## src/rtl/button_bank_select_controller_defines.svh

```systemverilog
// Assertion macros shared by the bank select controller RTL.
`ifndef BUTTON_BANK_SELECT_CONTROLLER_DEFINES_SVH
`define BUTTON_BANK_SELECT_CONTROLLER_DEFINES_SVH

// Same-cycle implication, disabled while reset is held.
`define BBSC_ASSERT_NOW(label, clk, rst_n, ante, cons, msg) \
    label: assert property (@(posedge clk) disable iff (!(rst_n)) (ante) |-> (cons)) \
        else $error(msg);

// Next-cycle implication, disabled while reset is held.
`define BBSC_ASSERT_NEXT(label, clk, rst_n, ante, cons, msg) \
    label: assert property (@(posedge clk) disable iff (!(rst_n)) (ante) |=> (cons)) \
        else $error(msg);

`endif

```

## src/rtl/bbsc_pkg.sv

```systemverilog
// Types and constants for the bank select controller.
package bbsc_pkg;

    localparam int unsigned TICK_W   = 5;
    localparam int unsigned BANK_W   = 2;
    localparam int unsigned CFG_IDX_W = 1;
    localparam int unsigned CFG_DAT_W = 1;

    // Hold and release thresholds in ticks (exceeded, not reached)
    localparam logic [TICK_W-1:0] LONG_PRESS_TICKS = 5'd15;
    localparam logic [TICK_W-1:0] RELEASE_TICKS    = 5'd30;

    // Bank index masks for two and four banks
    localparam logic [BANK_W-1:0] MASK_TWO_BANKS  = 2'd1;
    localparam logic [BANK_W-1:0] MASK_FOUR_BANKS = 2'd3;

    // Configuration register indexes
    localparam logic [CFG_IDX_W-1:0] CFG_FOUR_BANKS   = 1'b0;
    localparam logic [CFG_IDX_W-1:0] CFG_LED_INVERTED = 1'b1;

    typedef struct packed {
        logic four_banks;
        logic led_inverted;
    } t_cfg;

    typedef struct packed {
        logic              select_mode;
        logic [TICK_W-1:0] tick_count;
        logic              released_seen;
        logic              skip_reset;
        logic [BANK_W-1:0] bank_index;
        logic [BANK_W-1:0] saved_bank;
    } t_state;

    typedef struct packed {
        logic [BANK_W-1:0] bank_select;
        logic              led_on;
        logic              reset_pulse;
        logic              save_strobe;
    } t_result;

endpackage

```

## src/rtl/bbsc_step.sv

```systemverilog
// Next-state and result logic for one polling tick.
module bbsc_step import bbsc_pkg::*; (
    input  t_cfg    i_cfg,
    input  t_state  i_state,
    input  logic    i_long_key,
    input  logic    i_reset_key,
    output t_state  o_state,
    output t_result o_result
);

    logic              both_released;
    logic [BANK_W-1:0] mask;
    logic [TICK_W-1:0] tick_inc;
    logic              pulse;
    logic              save;

    assign both_released = !i_long_key && !i_reset_key;
    assign mask          = i_cfg.four_banks ? MASK_FOUR_BANKS : MASK_TWO_BANKS;
    assign tick_inc      = i_state.tick_count + 5'd1;

    // Mode handling: idle hold detection, select-mode advance and release timeout
    always_comb begin
        o_state = i_state;
        pulse   = 1'b0;
        save    = 1'b0;
        if (!i_state.select_mode) begin
            o_state.tick_count = i_long_key ? tick_inc : '0;
            if (o_state.tick_count > LONG_PRESS_TICKS || i_reset_key) begin
                o_state.select_mode   = 1'b1;
                o_state.released_seen = 1'b0;
                o_state.tick_count    = '0;
                o_state.skip_reset    = i_reset_key;
            end
        end else begin
            priority if (!i_state.released_seen && both_released) begin
                // first release only arms the advance
                o_state.released_seen = 1'b1;
            end else if (i_state.released_seen && !both_released) begin
                o_state.released_seen = 1'b0;
                o_state.skip_reset    = 1'b0;
                o_state.bank_index    = (i_state.bank_index + 2'd1) & mask;
            end else if (both_released) begin
                o_state.tick_count = tick_inc;
                if (tick_inc > RELEASE_TICKS) begin
                    o_state.released_seen = 1'b1;
                    pulse                 = !i_state.skip_reset;
                    if (i_state.bank_index != i_state.saved_bank) begin
                        save               = 1'b1;
                        o_state.saved_bank = i_state.bank_index;
                    end
                    o_state.tick_count  = '0;
                    o_state.select_mode = 1'b0;
                end
            end else begin
                o_state.tick_count = '0;
            end
        end
    end

    // LED follows the state before this tick
    assign o_result.led_on = ((i_state.bank_index != '0) && i_cfg.led_inverted)
                             ^ !i_state.tick_count[1];
    assign o_result.bank_select = o_state.bank_index;
    assign o_result.reset_pulse = pulse;
    assign o_result.save_strobe = save;

endmodule

```

## src/rtl/button_bank_select_controller.sv

```systemverilog
// Bank select controller: two-button bank selection driven by polling ticks.
// State update and result are one pass of logic; the result is then registered.
// Throughput: one request per cycle while the output register is free or taken.
// The output register frees as it is taken, so requests flow back to back.
// Reset (synchronous, active low) returns to idle, bank 0, both registers 0.
`include "button_bank_select_controller_defines.svh"
module button_bank_select_controller import bbsc_pkg::*; (
    input  logic                 i_clk,
    input  logic                 i_rst_n,
    // configuration writes
    input  logic                 i_cfg_we,
    input  logic [CFG_IDX_W-1:0] i_cfg_idx,
    input  logic [CFG_DAT_W-1:0] i_cfg_data,
    // tick requests
    input  logic                 i_in_valid,
    output logic                 o_in_ready,
    input  logic                 i_long_key_pressed,
    input  logic                 i_reset_key_pressed,
    // results
    output logic                 o_out_valid,
    input  logic                 i_out_ready,
    output logic [BANK_W-1:0]    o_bank_select,
    output logic                 o_led_on,
    output logic                 o_reset_pulse,
    output logic                 o_save_strobe
);

    t_cfg    r_cfg;
    t_state  r_state;
    t_state  n_state;
    t_result r_out;
    t_result n_out;
    logic    r_out_valid;
    logic    in_accept;

    // Accept whenever the result register is empty or being drained
    assign o_in_ready = !r_out_valid || i_out_ready;
    assign in_accept  = i_in_valid && o_in_ready;

    // Configuration registers
    always_ff @(posedge i_clk) begin
        if (!i_rst_n) begin
            r_cfg <= '0;
        end else if (i_cfg_we) begin
            unique case (i_cfg_idx)
                CFG_FOUR_BANKS:   r_cfg.four_banks   <= i_cfg_data[0];
                CFG_LED_INVERTED: r_cfg.led_inverted <= i_cfg_data[0];
                default:          r_cfg <= r_cfg;
            endcase
        end
    end

    bbsc_step u_step (
        .i_cfg       (r_cfg),
        .i_state     (r_state),
        .i_long_key  (i_long_key_pressed),
        .i_reset_key (i_reset_key_pressed),
        .o_state     (n_state),
        .o_result    (n_out)
    );

    // Controller state advances once per accepted request
    always_ff @(posedge i_clk) begin
        if (!i_rst_n) begin
            r_state <= '0;
        end else if (in_accept) begin
            r_state <= n_state;
        end
    end

    // Result register
    always_ff @(posedge i_clk) begin
        if (!i_rst_n) begin
            r_out_valid <= 1'b0;
        end else if (in_accept) begin
            r_out_valid <= 1'b1;
        end else if (i_out_ready) begin
            r_out_valid <= 1'b0;
        end
    end

    always_ff @(posedge i_clk) begin
        if (in_accept) begin
            r_out <= n_out;
        end
    end

    assign o_out_valid   = r_out_valid;
    assign o_bank_select = r_out.bank_select;
    assign o_led_on      = r_out.led_on;
    assign o_reset_pulse = r_out.reset_pulse;
    assign o_save_strobe = r_out.save_strobe;

    // Checks
    `BBSC_ASSERT_NOW(a_save_matches_bank, i_clk, i_rst_n, r_out_valid && r_out.save_strobe, r_state.saved_bank == r_out.bank_select, "save strobe without saved bank update")
    `BBSC_ASSERT_NOW(a_idle_tick_bound, i_clk, i_rst_n, !r_state.select_mode, r_state.tick_count <= LONG_PRESS_TICKS, "idle hold counter past threshold")
    `BBSC_ASSERT_NOW(a_exit_to_idle, i_clk, i_rst_n, r_out_valid && (r_out.reset_pulse || r_out.save_strobe), !r_state.select_mode, "exit strobe while still in select mode")
    `BBSC_ASSERT_NEXT(a_state_holds, i_clk, i_rst_n, !in_accept, $stable(r_state), "state changed without a request")

endmodule

```

## config.mk

```make
export PLATFORM = sky130hd
export DESIGN_NAME = button_bank_select_controller
export DESIGN_NICKNAME = d
export VERILOG_FILES = /design/src/rtl/bbsc_pkg.sv /design/src/rtl/bbsc_step.sv /design/src/rtl/button_bank_select_controller.sv
export VERILOG_INCLUDE_DIRS = /design/src /design/src/rtl
export SDC_FILE = /design/constraint.sdc
export NUM_CORES = 1
export LEC_CHECK = 0
export BUFFER_PORTS_ARGS = -buffer_cell sky130_fd_sc_hd__buf_4
export CAP_MARGIN = 20
export CORE_AREA = 2 2 56 58
export CTS_CLUSTER_SIZE = 25
export DETAILED_ROUTE_END_ITERATION = 8
export DIE_AREA = 0 0 58 60
export PLACE_DENSITY_LB_ADDON = 0.12
export SYNTH_ARGS = -nofsm -noshare
export SYNTH_HDL_FRONTEND = slang
export SYNTH_HIERARCHICAL = 1
export SYNTH_SLANG_ARGS = --single-unit
export TNS_END_PERCENT = 50
```

## constraint.sdc

```tcl
create_clock -name i_clk -period 4.57 [get_ports i_clk]
set_input_delay 0.6855 -clock i_clk [delete_from_list [all_inputs] [get_ports i_clk]]
set_output_delay 0.6855 -clock i_clk [all_outputs]
set_load 0.02 [all_outputs]
```

==> summary.md, run 1 <==
| Metric | Value |
|---|---|
| Area of the die | 3480 um2 |
| Setup bufs post-CTS | 0 |
| Worst Path Required | 4.80 ns |
| Crit path kind | register to register |
| Fmax | between 500 and 600 MHz |
| Worst path slowest cell | dfxtp_1 |
| DR vias | 873 |
| Sw Ratio | 25.3% |
| Worst Path Buf+Inv | 0 |
| Synth Register Bits | 20 |
| Netlist Area Pre-Place | 1200 um2 |
| Area leader, netlist | dfxtp_1 |
| Max FO, Critical Path | 6 |
| Comb power frac | about 13% |
| Synthesis-to-layout area growth | 8.67% |
| WL/cell | 11.3 um |
| CTS tree | yes |
| Overall routing resource usage | between 10% and 20% |
| CTS Buffer Depth | 2 |
| Crit share post-route | ~43% |
| Setup TNS Final | 0 ns |
| Worst slew pin tran | 0.427 ns |
| Max_cap viols | 0 |
| Status | completed |
| Antenna cells | 0 |
| Sequential cell area | 450 um2 |
| Synth cell types | 34 |
| Clock transition at path regs | 0.11 ns |
| DRC viols | 0 |
| Drt total wl | between 1.5 and 2 mm |
| Fin. max-slew vios | 0 |
| Clk sink count | 20 |
| 1st-iter DRT viols | 19 |
| Seq/Total Area, Yosys | 37.6% |
| Syn_area_per_cell | between 8 and 9 um2 |
| Total power | 321 uW |
| Post-synth top area share | between 20 and 30% |
| Total CTS buffers | 3 |
| Total core area | 2900 um2 |
| CP most frequent cell | nand3_1 |
| Largest net degree at the start of global routing | 28 |
| Final Hold Vio Count | 0 |
| Synth Warn # | 6 |
| Final core utilization | 44.8% |
| Cts hold-fix bufs | 0 |
| RSZ-0062 raised after global routing | false |
| Final hold slack | 0.479 ns |
| GRT Residual Overflow | 0 |
| Dpl cells | 173 |
| Root buf cell | clkbuf_4 |
| Vias in the first global route | 787 |
| P per Cell Area | around 250 nW/um2 |
| Fill cells | 293 |
| CTS HTree Levels | 1 |
| IO Pins | 16 |
| Row Count | 20 |
| Static Leak | 0.515 nW |
| CP arrival | 2.21 ns |
| Seq pwr share | 59.7% |
| VDD IR-drop max | 0.117 mV |
| Layout cells sized above 1 | 18.1% |
| Die extent in x | 58 um |
| Fin cells | 177 |
| CP peak stage delay | 0.47 ns |
| Syn_nets | 146 |
| Net switching power figure | 81.2 uW |
| Initial Util | 41.2% |
| CP Cell Sequence | ha_1 -> nand3_1 -> xor2_1 -> nand3_1 -> a21oi_1 -> a221o_1 -> nand2_1 -> mux2i_1 |
| Clock skew | 0.00233 ns |
| Worst Setup End Kind | register |
| Port Buffers | 15 |
| Top cells by area, synth | dfxtp_1 (25%), edfxtp_1 (13%), mux2i_1 (11%) |
| Nets | 157 |
| Clock power share | a little over a quarter |
| Die Y | 60 um |
| Hpwl dp | about 1.4 mm |
| Antenna-violating nets left | 0 |
| Global-route wire length before repair | 3.42 mm |
| Hold Path Class | register to register |
| Crit-path leading delay family | flip-flops |
| GP Congestion | 0.808 |
| Slew headroom | 71.4% |
| Multi-input combinational cell area | 648 um2 |
| Pint | 239 uW |
| Initial antenna violation count | 0 |
| Tmin final | 1.98 ns |
| Cells after Synth | between 100 and 150 |
| Later-pin clock latency in the skew report | around 0.29 ns |
| Cells resized by post-CTS repair | 0 |
| CP Launch Type | register |
| Final setup violation count | 0 |
| Via density | 4.93 |
| Drt pass-1 iters | 4 |
[routing by layer]
metal  wire [um]  vias to the layer above  track usage (%)
met4          20                        0             5.65
met2         889                       12             20.8
met1        1020                      393             16.8
met5           0                        -                0
li1            -                      466                -
met3          63                        2             2.81
[metrics by stage]
stage,area [um2],setup slack [ns]
after floorplan,1200,2.75
after global placement,1270,2.53
after detailed placement,1270,2.47
after CTS,1300,2.59
after global routing,1300,2.39
final,1300,2.59
[Yosys cell counts]
library cell,number
o2bb2ai_1,1
dfxtp_1,15
nand2b_1,2
o21ai_2,1
a21boi_0,2
nor3_2,1
a21boi_1,1
nor2b_1,4
xor2_1,3
nand3_2,1
buf_2,3
mux2_2,3
nor2_1,5
inv_1,6
o211ai_1,1
nor3_1,1
mux2i_1,13
nand3_1,5
a21o_1,2
edfxtp_1,5
ha_1,3
buf_12,1
o21ai_0,3
a21oi_1,5
a221o_1,1
buf_6,1
buf_4,4
and3_1,1
and2_4,1
nand2_1,31
nor4_1,1
nand2b_4,1
xnor2_1,5
o22ai_1,1
[placed cells by master, fill, tap and decap left out]
cell,netlist,layout
nor3_1,1,1
clkbuf_4,0,3
xnor2_1,5,5
ha_1,3,3
nand3_1,5,5
a21o_1,2,2
nand2b_1,2,2
dfxtp_1,15,15
nand2_1,31,31
clkbuf_1,0,1
a21boi_0,2,2
o211ai_1,1,1
a221o_1,1,1
nor2b_1,4,4
o21ai_0,3,3
mux2_2,3,3
buf_4,4,15
inv_1,6,6
and2_4,1,1
and3_1,1,1
nor2_1,5,5
o2bb2ai_1,1,1
nor4_1,1,1
edfxtp_1,5,5
o22ai_1,1,1
a21oi_1,5,5
mux2i_1,13,13
nand2b_4,1,1
xor2_1,3,3
a21boi_1,1,1
o21ai_2,1,1
nand3_2,1,1
nor3_2,1,1
[state kept, by name, summed over array words and instances (netlist names)]
signal and cells:
o_bank_select 2, o_led_on 1, o_out_valid 1, o_reset_pulse 1, o_save_strobe 1, r_cfg 2, r_state 12
[kinds of logic after synthesis]
family | synth area share (%)
and+or+nand+nor | 21.5
adders and majority gates | 3.14
AOI/OAI and AO/OA | 9.93
xor gates and xnor gates | 5.85
buffers and inverters | 8.25
muxes | 13.7
DFF | 37.6
[final timing paths]
check	endpoint	depth (start not counted)	slack (ns)	start
max reg2reg	r_state[8]	8	2.59	r_state[7]
max	r_state[8]	8	2.59	r_state[7]
min reg2reg	r_cfg[0]	2	0.48	r_cfg[0]
min	r_cfg[0]	2	0.48	r_cfg[0]
[tightest hold or removal path, delay by kind of cell, from the launching register on]
family / cells / cell delay, ns
flops: 1 / 0.33
compound gates: 1 / 0.07
simple gates: 1 / 0.05
[final cells by class]
type / count / area share, %
multi-input cells: 99 / 49.8
flip-flops and latches: 20 / 34.6
repair buffers: 15 / 8.65
well taps: 33 / 3.17
clock buffers: 4 / 2.02
inverters: 6 / 1.73
[power groups by stage]
stage,logic [mW],registers [mW],clock network [mW]
after floorplan,0.0286,0.197,0
after global routing,0.0459,0.192,0.0990
after CTS,0.0418,0.191,0.0914
final,0.0414,0.191,0.0880
after global placement,0.0412,0.195,0
after detailed placement,0.0417,0.195,0
No activity file was read; power rests on OpenSTA's default activity.
==> inputs of run 2 (changes only) <==
==> constraint.sdc (replaced) <==
create_clock -name i_clk -period 1.97 [get_ports i_clk]
set_input_delay 0.2955 -clock i_clk [delete_from_list [all_inputs] [get_ports i_clk]]
set_output_delay 0.2955 -clock i_clk [all_outputs]
set_load 0.02 [all_outputs]
==> summary.md, run 2 (synthesis results as in run 1) <==
| Metric | Value |
|---|---|
| Die Y | 60 um (unchanged) |
| Vias in the first global route | 850 (+8.0%) |
| 1st-iter DRT viols | 25 (+6) |
| Global-route wire length before repair | 3.73 mm (+8.9%) |
| VDD IR-drop max | 0.298 mV (+150%) |
| Max FO, Critical Path | 4 (-2) |
| Min-Delay Path Depth | 3 (+1) |
| CP arrival | 2.07 ns (-0.14 ns) |
| Clk sink count | 20 (unchanged) |
| Initial Util | 41.2% (unchanged) |
| Max_cap viols | 0 (unchanged) |
| Total power | 886 uW (+180%) |
| Slew headroom | 74.9% (+3.5 points) |
| Most common cell after layout, fill and taps aside | nand2_1 |
| Largest net degree at the start of global routing | 28 (unchanged) |
| RR Startpoint | r_state[7] |
| Total core area | 2900 um2 (unchanged) |
| IO Pins | 16 (unchanged) |
| Worst path slowest cell | dfxtp_2 |
| R2R Path End | r_state[1] |
| Row Count | 20 (unchanged) |
| Crit share post-route | 94.9% (+52 points) |
| Clock power share | 38.6% (+11 points) |
| Initial antenna violation count | 0 (unchanged) |
| Worst Setup End Kind | register |
| Area of the die | 3480 um2 (unchanged) |
| Static Leak | 0.568 nW (+10%) |
| Fin. max-slew vios | 0 (unchanged) |
| Clock transition at path regs | 0.12 ns (about the same) |
| Layout cells sized above 1 | 24.8% (+6.8 points) |
| Fmax | 535 MHz (+5.7%) |
| WL/cell | 12.4 um (+11%) |
| Via density | 5.09 (+3.2%) |
| Hold Path Class | input pin to register |
| Sw Ratio | 22.7% (-2.6 points) |
| HP Start | i_in_valid |
| Seq pwr share | 50.1% (-9.6 points) |
| Hold Crit Endpoint | o_out_valid |
| Nets | 162 (+3.2%) |
| R2R Setup Slk | 0.10 ns (-2.49 ns) |
| Setup TNS Final | 0 ns (unchanged) |
| Antenna cells | 0 (unchanged) |
| Final Hold Vio Count | 0 (unchanged) |
| DRC viols | 0 (unchanged) |
| Hpwl dp | 1.59 mm (+12%) |
| CTS HTree Levels | 1 (unchanged) |
| Status | completed |
| DP Area | 1310 um2 (+2.4%) |
| Worst slew pin tran | 0.373 ns (-0.0540 ns) |
| CP peak stage delay | 0.38 ns (-0.09 ns) |
| Final setup violation count | 0 (unchanged) |
| Worst Path Required | 2.17 ns (-2.63 ns) |
| Fill cells | 284 (-3.1%) |
| CTS Buffer Depth | 2 (unchanged) |
| Total CTS buffers | 3 (unchanged) |
| Cts hold-fix bufs | 0 (unchanged) |
| RSZ-0062 raised after global routing | false |
| Clock skew | 0.00508 ns (+0.00275 ns) |
| Final core utilization | 47.9% (+3.1 points) |
| Drt total wl | 2.26 mm (+14%) |
| Comb power frac | 11.4% (-1.5 points) |
| Max reg flops | 12 (unchanged) |
| DR vias | 926 (+6.1%) |
| Crit path kind | register to register |
| Antenna-violating nets left | 0 (unchanged) |
| GP Congestion | 0.829 (+2.7%) |
| Tmin final | 1.87 ns (-0.106 ns) |
| CTS tree | yes |
| Overall routing resource usage | 13.9% (+1.0 points) |
| Synthesis-to-layout area growth | 16.1% |
| Drt pass-1 iters | 4 (unchanged) |
| P per Cell Area | 637 nW/um2 (+160%) |
| Die extent in x | 58 um (unchanged) |
| GRT Residual Overflow | 0 (unchanged) |
| Final Cell Area | 1390 um2 (+6.8%) |
| CP Cell Sequence | inv_1 -> ha_1 -> nor2_2 -> nand3_2 -> nor3_4 -> mux2_2 -> nand2_1 -> mux2i_1 |
| Largest register by flop count | r_state |
| CP Launch Type | register |
| Pint | 684 uW (+190%) |
| Net switching power figure | 201 uW (+150%) |
| R2R depth | 8 (unchanged) |
| Port Buffers | 15 (unchanged) |
| Later-pin clock latency in the skew report | 0.31 ns (+0.02 ns) |
| Root buf cell | clkbuf_4 |
| Most frequent cells in the layout | nand2_1 (31), buf_4 (20), mux2i_1 (13), dfxtp_1 (13), inv_1 (6) |
## run 2: cell count changes in the layout (fill, tap and decap cells not counted), sizes merged
cell,before,now
buf,15,20
bufinv,0,1
clkbuf,4,3
## run 2: worst max-delay path, delay by kind of cell (launching register included)
family	cells	cell delay (ns)
mux	2	0.42
simple gates	4	0.60
fa+ha+maj	1	0.31
buf+inv	1	0.06
flops	1	0.38
## run 2: area by class of cell
type	count	area (um2)	share of cell area [%]
clock inverters	1	30.0	2.16
clock buffers	3	22.5	1.62
repair buffers	20	150	10.8
multi-input cells	99	671	48.2
flip-flops and latches	20	453	32.6
inverters	6	22.5	1.62
well taps	33	41.3	2.97
## run 2: per-stage QoR
| stage | std cells | setup WS (ns) | hold slack, ns |
|---|---|---|---|
| 2_1_floorplan | 134 | 0.245 | 0.434 |
| 3_3_place_gp | 177 | 0.200 | 0.450 |
| 3_5_place_dp | 177 | 0.0906 | 0.464 |
| 4_1_cts | 181 | 0.0765 | 0.232 |
| 5_1_grt | 182 | 0.0105 | 0.231 |
| 6_report | 182 | 0.100 | 0.236 |
## run 2: timing repair
item / 4_1_cts / 5_1_grt
buffers inserted: 0 / 1
setup endpoints to repair: 0 / 2
resized for setup: 0 / 7
## run 2: metal layers
metal  wire length (um)  up-vias  GRT usage (%)  share of wire, %
met4                 16        0           4.98              0.71
met1               1070      431           17.1                47
met2               1110       16           24.4                49
li1                   -      477              -                 -
met3                 74        2           2.60               3.3
met5                  0        -              0                 0
## run 2: power groups by stage
stage	clock, mW	sequential, mW	combinational (mW)
floorplan	0	0.458	0.0665
global placement	0	0.452	0.0982
detailed placement	0	0.453	0.101
CTS	0.346	0.444	0.101
global route	0.364	0.446	0.110
finish	0.342	0.444	0.101
## run 2: worst max path at each step
stage	slack (ns)	cells past startpoint	start	end
2_1_floorplan	0.25	8	r_state[7]	r_state[1]
3_3_place_gp	0.20	8	r_state[7]	r_state[0]
3_5_place_dp	0.09	8	r_state[7]	r_state[0]
4_1_cts	0.08	8	r_state[7]	r_state[0]
5_1_grt	0.01	8	r_state[7]	r_state[0]
6_report	0.10	8	r_state[7]	r_state[1]
==> inputs of run 3 (changes only) <==
--- a/config.mk
+++ b/config.mk
@@ -13,6 +13,7 @@
 export DETAILED_ROUTE_END_ITERATION = 8
 export DIE_AREA = 0 0 58 60
 export PLACE_DENSITY_LB_ADDON = 0.12
+export RECOVER_POWER = 100
 export SYNTH_ARGS = -nofsm -noshare
 export SYNTH_HDL_FRONTEND = slang
 export SYNTH_HIERARCHICAL = 1
==> summary.md, run 3 (synthesis results as in run 1) <==
| Metric | Value |
|---|---|
| Hold Path Class | input pin to register |
| Vias in the first global route | 850 (unchanged) |
| Clock transition at path regs | 0.12 ns (about the same) |
| CTS tree | yes |
| Worst Path Required | 2.17 ns (about the same) |
| Clk sink count | 20 (unchanged) |
| R2R Path End | r_state[1] |
| Synthesis-to-layout area growth | 12.7% |
| Antenna-violating nets left | 0 (unchanged) |
| Total core area | 2900 um2 (unchanged) |
| VDD IR-drop max | 0.294 mV (-1.3%) |
| Drt total wl | 2.28 mm (+0.75%) |
| Max reg flops | 12 (unchanged) |
| Worst Setup End Kind | register |
| Fill cells | 296 (+4.2%) |
| Max_cap viols | 0 (unchanged) |
| CTS Buffer Depth | 2 (unchanged) |
| 1st-iter DRT viols | 40 (+60%) |
| Hpwl dp | 1.59 mm (unchanged) |
| Fmax | 536 MHz (+0.16%) |
| Largest register by flop count | r_state |
| Initial antenna violation count | 0 (unchanged) |
| Final Hold Vio Count | 0 (unchanged) |
| HP Start | i_in_valid |
| DRC viols | 0 (unchanged) |
| GRT Residual Overflow | 0 (unchanged) |
| Slew headroom | 74.9% (about the same) |
| Busiest layer in global routing | met2 |
| CP Launch Type | register |
| Clock skew | 0.00459 ns (-0.000489 ns) |
| Initial Util | 41.2% (unchanged) |
| Area of the die | 3480 um2 (unchanged) |
| Tmin final | 1.87 ns (-0.00306 ns) |
| Status | completed |
| Port Buffers | 15 (unchanged) |
| Min-Delay Path Depth | 3 (unchanged) |
| GP Congestion | 0.829 (unchanged) |
| Die extent in x | 58 um (unchanged) |
| CTS HTree Levels | 1 (unchanged) |
| Final setup violation count | 0 (unchanged) |
| RSZ-0062 raised after global routing | false |
| Layout cells sized above 1 | 18.1% (-6.7 points) |
| Overall routing resource usage | 13.9% (unchanged) |
| R2R Setup Slk | 0.10 ns (about the same) |
| Setup ws final | 0.103 ns (+0.00306 ns) |
| Later-pin clock latency in the skew report | 0.31 ns (about the same) |
| DR vias | 926 (unchanged) |
| Met2 GRT Util | 24.4% (unchanged) |
| Crit share post-route | 94.8% (-0.16 points) |
| Static Leak | 0.530 nW (-6.7%) |
| Die Y | 60 um (unchanged) |
| R2R depth | 8 (unchanged) |
| Met1 global-route usage | 17.1% (unchanged) |
| Root buf cell | clkbuf_4 |
| Routing usage on met3 | 2.60% (unchanged) |
| Worst slew pin tran | 0.373 ns (-0.000299 ns) |
| Setup TNS Final | 0 ns (unchanged) |
| Critical Path Start | r_state[7] |
| Largest net degree at the start of global routing | 28 (unchanged) |
| Antenna cells | 0 (unchanged) |
| CP arrival | 2.07 ns (about the same) |
| Drt pass-1 iters | 4 (unchanged) |
| Fin. max-slew vios | 0 (unchanged) |
| Cts hold-fix bufs | 0 (unchanged) |
| Via density | 5.09 (unchanged) |
| Total CTS buffers | 3 (unchanged) |
| Crit path kind | register to register |
| RR Startpoint | r_state[7] |
| Row Count | 20 (unchanged) |
| P per Cell Area | 652 nW/um2 (+2.4%) |
| Most frequent cells in the layout | nand2_1 (31), dfxtp_1 (14), mux2i_1 (13) |
| Max FO, Critical Path | 4 (unchanged) |
| Sequential cell area | 452 um2 (-0.28%) |
| Most common cell after layout, fill and taps aside | nand2_1 |
| WL/cell | 12.5 um (+0.75%) |
| Global-route wire length before repair | 3.73 mm (unchanged) |
| Hold Crit Endpoint | o_out_valid |
| Multi-input combinational cell area | 666 um2 (-0.75%) |
| Nets | 162 (unchanged) |
| IO Pins | 16 (unchanged) |
| Dpl ws | 0.0906 ns (unchanged) |
-- run 3: worst max path at each step --
stage / endpoint / cells after the start
2_1_floorplan: r_state[1] / 8
3_3_place_gp: r_state[0] / 8
3_5_place_dp: r_state[0] / 8
4_1_cts: r_state[0] / 8
5_1_grt: r_state[0] / 8
6_report: r_state[1] / 8
-- run 3: per-stage QoR --
step	cell area (um2)	hold slack, ns	power [mW]	utilization (%)	std cells
floorplan	1200	0.434	0.524	-	134
global placement	1310	0.450	0.550	45.0	177
detailed placement	1310	0.464	0.554	45.0	177
CTS	1360	0.232	0.891	46.8	181
global route	1350	0.231	0.912	46.5	182
finish	1350	0.234	0.881	46.5	182
-- run 3: cell type report --
| class | instances | area share, % |
|---|---|---|
| multi-input combinational | 99 | 49.3 |
| sequential | 20 | 33.5 |
| timing repair buffer | 20 | 8.62 |
| tap | 33 | 3.06 |
| clock inverter | 1 | 2.22 |
| clock buffer | 3 | 1.67 |
| inverter | 6 | 1.67 |
-- run 3: per-layer routing --
layer	part of all wire, %	up-vias
li1	-	477
met1	47	435
met2	49	12
met3	3.1	2
met4	0.70	0
met5	0	-
-- run 3: timing repair --
item,4_1_cts,5_1_grt
gates resized for setup,0,7
setup buffers,0,1
setup endpoints to repair,0,2
-- run 3: critical path: stages, from the launching register on --
cell and delay [ns]:
dfxtp_2 0.38, inv_1 0.05, ha_1 0.31, nor2_2 0.11, nand3_2 0.14, nor3_4 0.29
mux2_2 0.36, nand2_1 0.06, mux2i_1 0.06
-- run 3: report_power, final --
| group | switching [mW] | internal (mW) |
|---|---|---|
| Combinational | 0.0547 | 0.0395 |
| Sequential | 0.0104 | 0.433 |
| Clock | 0.138 | 0.206 |
| Total | 0.203 | 0.678 |
